`src/sv/qkpt_pkg.sv`:
```
package qkpt_pkg;

  // Fixed widths of the fields and of the arithmetic.
  localparam int SAMPLE_WIDTH = 16;
  localparam int PHASE_WIDTH  = 16;
  localparam int CORDIC_STEPS = 16;
  localparam int STEP_W       = $clog2(CORDIC_STEPS);
  localparam int CNT_W        = 5;
  localparam int GUARD_BITS   = 8;
  localparam int QUO_W        = 17;
  localparam int VEC_W        = 36;
  localparam int ROT_W        = SAMPLE_WIDTH + GUARD_BITS + 3;
  localparam int ROT_Z_W      = 34;
  localparam int KINV_W       = 31;
  localparam logic signed [KINV_W-1:0] KINV_Q30 = 31'sd652032874;
  localparam logic [31:0] ONE_Q16 = 32'd65536;

  // Configuration register indexes.
  typedef enum logic [1:0] {
    CFG_INIT_PHASE  = 2'd0,
    CFG_NOISE_RATIO = 2'd1,
    CFG_INITIAL_B   = 2'd2,
    CFG_UNUSED      = 2'd3
  } cfg_index_t;

  typedef struct packed {
    logic signed [15:0] sample_i;
    logic signed [15:0] sample_q;
    logic signed [15:0] train_i;
    logic signed [15:0] train_q;
    logic               is_training;
    logic               frame_start;
    logic               last_of_frame;
  } in_item_t;

  typedef struct packed {
    logic signed [15:0] out_i;
    logic signed [15:0] out_q;
    logic signed [15:0] phase_estimate;
    logic               frame_end;
  } out_item_t;

  // Commands from the controller to the datapath.
  typedef struct packed {
    logic             load;
    logic             prod;
    logic             vec_init;
    logic             vec_step;
    logic             div_init;
    logic             div_step;
    logic             kmul;
    logic             phase_upd;
    logic             rot_init;
    logic             rot_step;
    logic             scale_mul;
    logic             out_load;
    logic [STEP_W-1:0] step;
  } dp_cmd_t;

  // Status from the datapath to the controller.
  typedef struct packed {
    logic training;
    logic out_free;
  } dp_status_t;

  // Arctangent table, binary angle with 32 fraction bits.
  function automatic logic [31:0] atan_entry(input logic [STEP_W-1:0] idx);
    logic [31:0] v;
    unique case (idx)
      4'd0:    v = 32'd536870912;
      4'd1:    v = 32'd316933406;
      4'd2:    v = 32'd167458907;
      4'd3:    v = 32'd85004756;
      4'd4:    v = 32'd42667331;
      4'd5:    v = 32'd21354465;
      4'd6:    v = 32'd10680862;
      4'd7:    v = 32'd5340245;
      4'd8:    v = 32'd2670163;
      4'd9:    v = 32'd1335087;
      4'd10:   v = 32'd667544;
      4'd11:   v = 32'd333772;
      4'd12:   v = 32'd166886;
      4'd13:   v = 32'd83443;
      4'd14:   v = 32'd41722;
      4'd15:   v = 32'd20861;
      default: v = 32'd0;
    endcase
    return v;
  endfunction

endpackage

```
`src/sv/qkpt_ctrl.sv`:
```
module qkpt_ctrl
  import qkpt_pkg::*;
(
  input  logic       clk,
  input  logic       rst,
  input  logic       in_valid,
  output logic       in_ready,
  input  dp_status_t status,
  output dp_cmd_t    cmd
);

  typedef enum logic [3:0] {
    S_IDLE, S_PROD, S_VINIT, S_VEC, S_DINIT, S_DIV, S_KMUL, S_PUPD,
    S_RINIT, S_ROT, S_SMUL, S_OUT
  } state_t;

  state_t           state;
  logic [CNT_W-1:0] cnt;

  assign in_ready = (state == S_IDLE);

  // Command decode from the current state.
  always_comb begin
    cmd           = '0;
    cmd.step      = cnt[STEP_W-1:0];
    cmd.load      = in_ready && in_valid;
    cmd.prod      = (state == S_PROD);
    cmd.vec_init  = (state == S_VINIT);
    cmd.vec_step  = (state == S_VEC);
    cmd.div_init  = (state == S_DINIT);
    cmd.div_step  = (state == S_DIV);
    cmd.kmul      = (state == S_KMUL);
    cmd.phase_upd = (state == S_PUPD);
    cmd.rot_init  = (state == S_RINIT);
    cmd.rot_step  = (state == S_ROT);
    cmd.scale_mul = (state == S_SMUL);
    cmd.out_load  = (state == S_OUT) && status.out_free;
  end

  // Sequencer over the steps of one item.
  always_ff @(posedge clk) begin
    if (rst) begin
      state <= S_IDLE;
      cnt   <= '0;
    end else begin
      unique case (state)
        S_IDLE:  if (in_valid) state <= S_PROD;
        S_PROD:  state <= S_VINIT;
        S_VINIT: begin
          cnt   <= '0;
          state <= S_VEC;
        end
        S_VEC: begin
          cnt <= cnt + 1'b1;
          if (cnt == CNT_W'(CORDIC_STEPS - 1)) state <= S_DINIT;
        end
        S_DINIT: begin
          cnt   <= '0;
          state <= S_DIV;
        end
        S_DIV: begin
          cnt <= cnt + 1'b1;
          if (cnt == CNT_W'(QUO_W - 1)) state <= S_KMUL;
        end
        S_KMUL:  state <= S_PUPD;
        S_PUPD:  state <= status.training ? S_IDLE : S_RINIT;
        S_RINIT: begin
          cnt   <= '0;
          state <= S_ROT;
        end
        S_ROT: begin
          cnt <= cnt + 1'b1;
          if (cnt == CNT_W'(CORDIC_STEPS - 1)) state <= S_SMUL;
        end
        S_SMUL:  state <= S_OUT;
        S_OUT:   if (status.out_free) state <= S_IDLE;
        default: state <= S_IDLE;
      endcase
    end
  end

endmodule

```
`config.mk`:
```
export PLATFORM = sky130hd
export DESIGN_NAME = qkpt_ctrl
export DESIGN_NICKNAME = d
export VERILOG_FILES = /design/src/sv/qkpt_pkg.sv /design/src/sv/qkpt_ctrl.sv
export SDC_FILE = /design/constraint.sdc
export NUM_CORES = 1
export LEC_CHECK = 0
export BUFFER_PORTS_ARGS = -buffer_cell sky130_fd_sc_hd__buf_2
export CAP_MARGIN = 20
export CORE_AREA = 3 3 70 52
export DETAILED_ROUTE_END_ITERATION = 10
export DIE_AREA = 0 0 73 55
export PLACE_DENSITY = 0.48
export SLEW_MARGIN = 20
export SYNTH_ARGS = -nofsm -noshare
export SYNTH_HDL_FRONTEND = slang
export SYNTH_SLANG_ARGS = --single-unit
```
`constraint.sdc`:
```
create_clock -name clk -period 1.9 [get_ports clk]
set_input_delay 0.38 -clock clk [delete_from_list [all_inputs] [get_ports clk]]
set_output_delay 0.38 -clock clk [all_outputs]
set_load 0.005 [all_outputs]
```
After elaboration in Yosys (flattened, before gate mapping)
Index checks and enable logic that the tools add are counted.
{"block": "op_classes", "n_addsub": 1, "n_mul": 0, "div_mod_pow": 0, "order_cmp": 0, "eq_ne": 18, "shift": 0, "n_mux": 8, "n_bitwise": 0, "n_reduce_logical": 7}
{"cell": "4-bit one-hot mux with 12 select lines", "count": 1}
{"cell": "4-bit 2-to-1 mux", "count": 6}
{"cell": "4-bit by 3-bit == test with 1-bit output, second input constant", "count": 4}
{"cell": "4-bit == test, second input constant", "count": 4}
{"cell": "5-bit one-hot mux with 2 select lines", "count": 1}
{"cell": "4-bit by 2-bit == test with 1-bit output, second input constant", "count": 2}
{"cell": "2-bit by 1-bit != test with 1-bit output, second input constant", "count": 3}
{"cell": "3-bit OR reduction", "count": 2}
{"cell": "5-bit by 1-bit adder with 5-bit output, second input constant", "count": 1}
{"cell": "5-bit by 4-bit == test with 1-bit output, second input constant", "count": 1}
{"cell": "5-bit == test, second input constant", "count": 1}
{"cell": "5-bit AND reduction", "count": 1}
{"cell": "4-bit by 1-bit == test with 1-bit output, second input constant", "count": 1}
{"cell": "4-bit logical NOT", "count": 1}
{"cell": "2-bit != test, second input constant", "count": 2}
{"cell": "1-bit logical AND", "count": 2}
{"cell": "2-bit nonzero test", "count": 1}
{"block": "totals", "regBits": 9, "latchBits": 0, "mem_bits_rw": 0, "romBits": 0, "input_bits": 5, "elab_cells": 36, "mem_count": 0}

Longest topological paths before layout
Gate-level depths: netlist of the first run.
{"block": "logic_depth", "word_depth": 3, "depth_mapped": 6, "depth_no_buf": 6}

Worst setup path before layout of the first run
OpenSTA, ideal clock, no wires.
{"block": "synth_path", "path_kind": "reg-to-reg", "from": "register cnt[0]", "to": "register state[2]", "setup_time_ns": 0.080, "t_arrival_ns": 1.528, "path_slack_ns": 0.292, "stages_incl_launch_ff": 7, "path_cell_list": "dfxtp_1 ha_1 and3_1 ha_1 o32ai_2 or4_1 a211oi_2"}
{"block": "synth_via", "elab_chain_len": 3}
{"element": "start, declared", "line_no": "qkpt_ctrl.sv:18", "text": "logic [CNT_W-1:0] cnt;"}
{"element": "start signal, assigned", "line_no": "qkpt_ctrl.sv:54", "text": "cnt <= cnt + 1'b1;"}
{"element": "start signal, assigned", "line_no": "qkpt_ctrl.sv:62", "text": "cnt <= cnt + 1'b1;"}
{"element": "start signal, assigned", "line_no": "qkpt_ctrl.sv:72", "text": "cnt <= cnt + 1'b1;"}
{"element": "5-bit by 4-bit == test with 1-bit output / 5-bit == test (equally long branches)", "line_no": "qkpt_ctrl.sv:55, qkpt_ctrl.sv:73, qkpt_ctrl.sv:63"}
{"element": "2-bit by 1-bit != test with 1-bit output (no line)"}
{"element": "5-bit AND reduction (no line) *"}
{"element": "end signal, assigned", "line_no": "qkpt_ctrl.sv:66", "text": "S_PUPD: state <= status.training ? S_IDLE : S_RINIT;"}
{"element": "end, declared", "line_no": "qkpt_ctrl.sv:17", "text": "state_t state;"}
Every way passes the cells marked *; elsewhere a longest branch is shown, timed or not.
A chain may end at the register's enable or synchronous reset.

==> results_dict.tcl, run 1 <==
set metrics [dict create \
    hold_class "primary input to register" \
    rsz0062_at_grt "no" \
    crit_required_ps 1520 \
    synthFlopType "dfxtp_1" \
    async_reset_ff_share_pct 0 \
    setup_tns_ps 0 \
    netlist_top_cells_count "9 x dfxtp_1, 9 x nand2_1, 8 x a21oi_1" \
    utilization_pct 29.86 \
    powerDensity_nw_per_um2 647.4 \
    detailedPlace.worstSlack_ps 163.1 \
    synth.yosys.warnings 0 \
    clk_pin_slew_ps 40 \
    vias_per_cell 4.727 \
    fin_crit_ps 1795 \
    cp.arrival_ps 1420 \
    synth-edff-count 0 \
    dp_hpwl_um 1303 \
    leakagePower_uw 0.0003853 \
    top_usage_layer "met2" \
    port_buffers 21 \
    drv_cap 0 \
    fin_crit_sh_pct 94.49 \
    clk_latency_ps 230 \
    antenna_found_initial 0 \
    crit_path_start_kind "register" \
    synthesis.nets 103 \
    initial_core_util_pct 24.30 \
    grtUsageMet3_pct 3.791 \
    status "finished, final reports clean" \
    seqCellArea_um2 182.7 \
    worst_slew_pin_slew_ps 435.3 \
    h-tree-depth 1 \
    ys_types 38 \
    fmax_ghz 0.5570 \
    ir_drop_uv 292.4 \
    clk_path_buf_depth 2 \
    gp_congestion 0.7075 \
    finalSetupViolCount 0 \
    grt_pass1_vias 620 \
    timing.final.ws_setup_ps 104.7 \
    grt-ovfl-total 0 \
    cts_sinks 9 \
    dieWidth_um 73 \
    drive_above_1_share_pct 34.82 \
    drtAntennaViolNets 0 \
    wl_um 1701 \
    rows 17 \
    cp_max_fo 11 \
    layout-area-overhead-vs-synth_pct 22.87 \
    vias 709 \
    power_uw 596.2 \
    syn_area_per_cell_um2 7.889 \
    design.core.area_um2 3084 \
    cts_hold_buf 0 \
    synth_top_cell_by_area "dfxtp_1" \
    cts-root-buf "clkbuf_8" \
    ios 22 \
    cts_buffers 3 \
    grt.met2_usage_pct 14.99 \
    multi_input_area_um2 484.2 \
    drc_errors 0 \
    antenna_cells 0 \
    cts_setup_buffers 0 \
    drt_iter0_drc 4 \
    fin_nets 121 \
    synthCells 95 \
    grt_max_degree 19 \
    netlist.area_leader.share_pct 24.04 \
    grt_usage_pct 9.336 \
    fillers 326 \
    grtUsageMet1_pct 11.56 \
    ys_ff_latch 9 \
    grt_pass1_wl_um 2822 \
    synth_area_um2 749.5 \
    final_hold_viol_count 0 \
    cp-end-kind "primary output" \
    slew_headroom_pct 70.74 \
    dr.pass1.iters 3 \
    die_y_um 55 \
    clock_skew_ps 6.404 \
    ys_top_cells_by_area "dfxtp_1 24%, a21oi_1 5.3%, buf_4 5.0%" \
    final_max_slew_viol_count 0 \
    timing.setup.critical_path_class "register to primary output" \
    wl_per_cell_um 11.34 \
    ys_seq_area_share_pct 24.04 \
    die-area_um2 4015 \
    cts_tree "done" \
]
[per-stage QoR]
step / instance area, um^2 / cells / hold WS (ps)
2_1_floorplan: 749.5 / 95 / 440.5
3_3_place_gp: 862.1 / 146 / 449.5
3_5_place_dp: 862.1 / 146 / 459.2
4_1_cts: 908.4 / 150 / 421.4
5_1_grt: 920.9 / 150 / 442.9
6_report: 920.9 / 150 / 419.8
[cell families (layout without fill, tap and decap cells)]
kind of cell	Yosys count	after routing	synth area share [%]
buf+inv	18	35	12.85
simple gates	43	43	35.56
xor+xnor	2	2	2.338
compound gates	19	19	18.70
mux	1	1	1.502
flops	9	9	24.04
fa+ha+maj	3	3	5.009
[cell type report]
class                   count  share of cell area, %
multi-input cells          68                  52.58
repair buffers             26                  15.49
inverters                   5                  2.038
well taps                  38                  5.163
clock buffers               4                  4.891
flip-flops and latches      9                  19.84
[where the power goes]
group          switching, uW  internal (uW)  total, uW
clock                   76.6            146        223
combinational           72.9           71.9        145
sequential              28.6            200        229
[flip-flops by register name, indices dropped and copies added (netlist names)]
name,count
cnt,5
state,4
[final timing paths]
kind,start,end,slack (ps),cells past startpoint
max,state[3]$_SDFFE_PP0P_,cmd[15],100,3
min,in_valid,state[0]$_SDFFE_PP0P_,420,3
max reg2reg,cnt[1]$_SDFFE_PP0P_,state[2]$_SDFFE_PP0P_,140,6
min reg2reg,cnt[4]$_SDFFE_PP0P_,cnt[4]$_SDFFE_PP0P_,470,2
[metal layers]
layer  vias to the layer above  routed length, um  part of all wire [%]
met5                         -                  0                     0
met4                         0                 23                   1.4
li1                        369                  -                     -
met3                         2                 57                   3.4
met1                       328                839                    49
met2                        10                781                    46
[cells in the final DEF (no fill, tap or decap), types with 2 or more instances in the layout]
cell type  netlist  routed
a211oi_2         2       2
a21oi_1          8       8
and2_1           2       2
and3_1           2       2
buf_2            2      21
buf_4            5       5
clkbuf_8         0       3
dfxtp_1          9       7
dfxtp_2          0       2
ha_1             3       3
inv_1            5       5
nand2_1          9       9
nand2b_1         4       4
nor2_1           6       6
nor3_1           4       4
o21ai_1          4       4
o31ai_1          2       2
or3_1            2       2
or3b_1           2       2
[worst max-delay path, cell delays in order, from the launching register on]
cell	delay, ps
dfxtp_1	420
nor4_2	480
and2_1	190
buf_2	100
[timing repair]
item,4_1_cts,5_1_grt
endpoints found under the setup margin,2,2
gates resized for setup,1,2
pin swaps,0,0
(Power assumes the default switching activity.)
==> run 2: changes to the inputs <==
- clock period: 1.9 -> 2.3 ns (I/O delays scaled with it)
==> run 2 against run 1 <==
  * Worst setup slack better by 190 ps
  * Hold slack better by 55 ps
  * Wire length is 2.1% lower
  * Sequential share of layout area is 0.50 points higher
  * Critical path type unchanged
  * Largest cell class unchanged
  * Largest power group is now clock
==> results_dict.tcl, run 2 (synthesized netlist as in run 1, its figures left out) <==
set metrics [dict create \
    largest_register_ffs 5 \
    slew_headroom_pct 55.55 \
    fin_crit_ps 2010 \
    cts_hold_buf 0 \
    grt_max_degree 21 \
    gp_congestion 0.7480 \
    timing.setup.critical_path_class "register to primary output" \
    design.core.area_um2 3084 \
    worstReg2RegStart "state[3]$_SDFFE_PP0P_" \
    cts_resized 0 \
    leakagePower_uw 0.0003695 \
    clk_path_buf_depth 2 \
    cp-end-kind "primary output" \
    path_cells "nand2_1 > nor3b_1 > buf_2" \
    min_from "cnt[4]$_SDFFE_PP0P_" \
    vias_per_cell 4.646 \
    dpl_cell_area_um2 839.6 \
    dr.pass1.iters 4 \
    vias 683 \
    grt-ovfl-total 0 \
    cts_setup_buffers 0 \
    crit_required_ps 1840 \
    wl_met2_um 749 \
    top_register "cnt" \
    timing.final.ws_setup_ps 289.8 \
    clk_latency_ps 240 \
    wl_met3_um 60 \
    powerDensity_nw_per_um2 556.3 \
    hold_class "register to register" \
    rows 17 \
    ios 22 \
    cp_max_fo 18 \
    design_area_um2 885.9 \
    fmax_ghz 0.4975 \
    wl_um 1666 \
    clk_pin_slew_ps 50 \
    dieWidth_um 73 \
    finalSetupViolCount 0 \
    grt_pass1_wl_um 2960 \
    h-tree-depth 1 \
    die_y_um 55 \
    startpoint "state[1]$_SDFFE_PP0P_" \
    initial_core_util_pct 24.30 \
    drt_iter0_drc 9 \
    setup_tns_ps 0 \
    biggestRegsByFlops "cnt x5, state x4" \
    antenna_found_initial 0 \
    wl_met1_um 836 \
    crit_path_start_kind "register" \
    status "finished, final reports clean" \
    antenna_cells 0 \
    grt_pass1_vias 645 \
    topRoutingLayerUsed "met4" \
    final_hold_viol_count 0 \
    port_buffers 21 \
    cp_slowest_cell "dfxtp_1" \
    ir_drop_uv 239.7 \
    layout_commonest_cell "buf_2" \
    hold-worst-slack_ps 474.7 \
    layout-area-overhead-vs-synth_pct 18.20 \
    cts-root-buf "clkbuf_8" \
    cts_tree "done" \
    grt_usage_pct 9.645 \
    cts_buffers 3 \
    die-area_um2 4015 \
    detailedPlace.worstSlack_ps 458.8 \
    worst_slew_pin_slew_ps 665.8 \
    fin_nets 118 \
    worst_path_largest_cell_delay_ps 660 \
    final_max_slew_viol_count 0 \
    dp_hpwl_um 1258 \
    drive_above_1_share_pct 32.11 \
    clock_skew_ps 0.8717 \
    cp.arrival_ps 1550 \
    wl_per_cell_um 11.33 \
    drv_cap 0 \
    rsz0062_at_grt "no" \
    drc_errors 0 \
    drtAntennaViolNets 0 \
    cts_sinks 9 \
    mostFrequentLayoutCells "21 x buf_2, 9 x nand2_1, 9 x dfxtp_1" \
    fin_crit_sh_pct 87.40 \
]
## run 2: cell count changes in the layout (fill, tap and decap cells not counted)
cell / previous run / this run
clkinv_2: 0 / 1
clkbuf_1: 1 / 0
dfxtp_1: 7 / 9
dfxtp_2: 2 / 0
o32ai_4: 1 / 0
buf_4: 5 / 2
o32ai_2: 0 / 1
## run 2: area by class of cell
cell class / instances / area (um^2)
inverters: 5 / 18.77
repair buffers: 23 / 120.1
well taps: 38 / 47.55
clock inverters: 1 / 5.005
clock buffers: 3 / 41.29
fillers: 314 / 2198
multi-input cells: 68 / 473.0
flip-flops and latches: 9 / 180.2
## run 2: path summary, 6_finish.rpt
path | end | slack [ps] | cells after the start
max reg2reg | state[2]$_SDFFE_PP0P_ | 450 | 4
min reg2reg | cnt[4]$_SDFFE_PP0P_ | 470 | 2
max | cmd[8] | 290 | 3
min | cnt[4]$_SDFFE_PP0P_ | 470 | 2
## run 2: critical path, delay by kind of cell (launching register included)
family	cells	cell delay, ps
DFF	1	660
and+or+nand+nor	2	490
buffers and inverters	1	160
## run 2: layer usage
layer,global-route usage (%),vias to the layer above
li1,-,352
met3,3.249,2
met5,0,-
met4,3.681,0
met1,12.51,315
met2,14.84,14
## run 2: stage by stage
stage | total power [uW] | instances | util (%)
finish | 492.8 | 147 | 28.72
global route | 525.0 | 147 | 28.72
CTS | 503.9 | 147 | 28.72
detailed placement | 305.1 | 143 | 27.22
global placement | 305.6 | 143 | 27.22
floorplan | 273.9 | 95 | -
## run 2: power breakdown
group	total, uW	internal, uW	switching (uW)	leakage, uW
registers	188	164	24.4	0.0000730
clock network	190	119	71.6	0.0000255
logic	114	57.2	57.0	0.000271
==> run 3: changes to the inputs <==
- PLACE_DENSITY: 0.48 -> not set
==> run 3 against run 2 <==
  * Clock power shrank 2%
  * Critical path depth did not move
  * Utilization is 0.28 points lower
  * Fmax is 2.0% lower
  * Count of clock-buffer cells in the layout is 1 higher
  * Sequential share of layout area up 0.20 points
  * Cell area decreased by 0.99%
  * Wire length down 0.36%
  * Flip-flop and latch count stayed put
  * Register-to-register slack is essentially flat
  * Critical path type unchanged
==> results_dict.tcl, run 3 (synthesized netlist as in run 1, its figures left out) <==
set metrics [dict create \
    hold_class "register to register" \
    switchingPower_uw 146.4 \
    finalSetupViolCount 0 \
    top_register "cnt" \
    r2r_setup_slack_ps 440 \
    status "finished, final reports clean" \
    layout_commonest_cell "buf_2" \
    grt_pass1_wl_um 2801 \
    grt_pass1_vias 640 \
    crit_required_ps 1840 \
    fmax_ghz 0.4876 \
    cts_hold_buf 0 \
    power_frac_comb_pct 23.2 \
    cp.arrival_ps 1590 \
    cts_resized 0 \
    timing.setup.critical_path_class "register to primary output" \
    die_y_um 55 \
    port_buffers 21 \
    biggestRegsByFlops "cnt x5, state x4" \
    p_clk_share_pct 38.4 \
    utilization_pct 28.44 \
    design.core.area_um2 3084 \
    h-tree-depth 1 \
    worstHoldEndpoint "cnt[4]$_SDFFE_PP0P_" \
    cts_tree "done" \
    die-area_um2 4015 \
    worstRegToRegCells 4 \
    fillers 330 \
    whs_path_depth 2 \
    clock_skew_ps 0.8395 \
    initial_core_util_pct 24.30 \
    drc_errors 0 \
    mostFrequentLayoutCells "21 x buf_2, 9 x nand2_1, 9 x dfxtp_1" \
    layout-area-overhead-vs-synth_pct 17.03 \
    fin_crit_ps 2051 \
    vias_per_cell 4.774 \
    cts_sinks 9 \
    wl_per_cell_um 11.37 \
    vias 697 \
    ios 22 \
    fin_crit_sh_pct 89.17 \
    ir_drop_uv 190.4 \
    drt_iter0_drc 10 \
    grt_usage_pct 9.052 \
    final_hold_viol_count 0 \
    detailedPlace.worstSlack_ps 471.1 \
    fin_nets 117 \
    leakagePower_uw 0.0003625 \
    largest_register_ffs 5 \
    timing.rr.end "state[2]$_SDFFE_PP0P_" \
    slew_headroom_pct 53.73 \
    cts_buffers 3 \
    powerDensity_nw_per_um2 552.9 \
    clk_pin_slew_ps 50 \
    dieWidth_um 73 \
    rows 17 \
    crit_path_start_kind "register" \
    drtAntennaViolNets 0 \
    cp-end-kind "primary output" \
    wl_um 1660 \
    final_max_slew_viol_count 0 \
    p_int_uw 338.5 \
    antenna_cells 0 \
    worst_slew_pin_slew_ps 693.0 \
    p_sw_share_pct 30.19 \
    antenna_found_initial 0 \
    min_from "cnt[4]$_SDFFE_PP0P_" \
    timing.final.ws_setup_ps 249.1 \
    worstReg2RegStart "state[3]$_SDFFE_PP0P_" \
    dr.pass1.iters 4 \
    drv_cap 0 \
    clk_path_buf_depth 2 \
    gp_congestion 0.7701 \
    grt-ovfl-total 0 \
    setup_tns_ps 0 \
    rsz0062_at_grt "no" \
    cts-root-buf "clkbuf_8" \
    grt_max_degree 21 \
    cts_setup_buffers 0 \
    drive_above_1_share_pct 30.56 \
    dp_hpwl_um 1281 \
    cp_max_fo 18 \
    seqPwrFrac_pct 38.4 \
    clk_latency_ps 230 \
]
-- run 3: how the worst max path moves through the flow --
| stage | start | endpoint | slack [ps] |
|---|---|---|---|
| 2_1_floorplan | state[1]$_SDFFE_PP0P_ | cmd[15] | 670 |
| 3_3_place_gp | state[3]$_SDFFE_PP0P_ | state[2]$_SDFFE_PP0P_ | 520 |
| 3_5_place_dp | state[3]$_SDFFE_PP0P_ | state[2]$_SDFFE_PP0P_ | 470 |
| 4_1_cts | state[1]$_SDFFE_PP0P_ | cmd[8] | 240 |
| 5_1_grt | state[1]$_SDFFE_PP0P_ | cmd[8] | 70 |
| 6_report | state[1]$_SDFFE_PP0P_ | cmd[8] | 250 |
-- run 3: power groups by stage --
stage,Clock (uW),Combinational [uW],Sequential [uW]
global placement,0,111,188
CTS,192,114,186
detailed placement,0,113,189
floorplan,0,105,169
global route,205,125,189
finish,186,113,186
-- run 3: worst max-delay path, cell delays in order, from the launching register on --
cell	delay [ps]
dfxtp_1	640
nand2_1	220
nor3b_1	310
buf_2	180
-- run 3: layout make-up --
class                           instances  area [um^2]  share of cell area, %
Tap cell                               38        47.55                  5.421
Multi-Input combinational cell         68        473.0                  53.92
Clock buffer                            4        45.04                  5.136
Inverter                                5        18.77                  2.140
Sequential cell                         9        180.2                  20.54
Timing Repair Buffer                   22        112.6                  12.84
-- run 3: per-stage QoR --
stage               instance area (um^2)  cells  power, uW  hold WS, ps
floorplan                          749.5     95      273.9        440.5
global placement                   832.0    142      298.8        454.3
detailed placement                 832.0    142      302.5        465.8
CTS                                877.1    146      492.2        472.2
global route                       877.1    146      519.1        514.9
finish                             877.1    146      484.9        473.7
-- run 3: metal layers --
metal	up-vias	share of wire, %	GRT usage, %
li1	354	-	-
met1	326	48	10.25
met2	12	46	16.02
met3	5	3.8	1.805
met4	0	2.3	5.521
met5	-	0	0
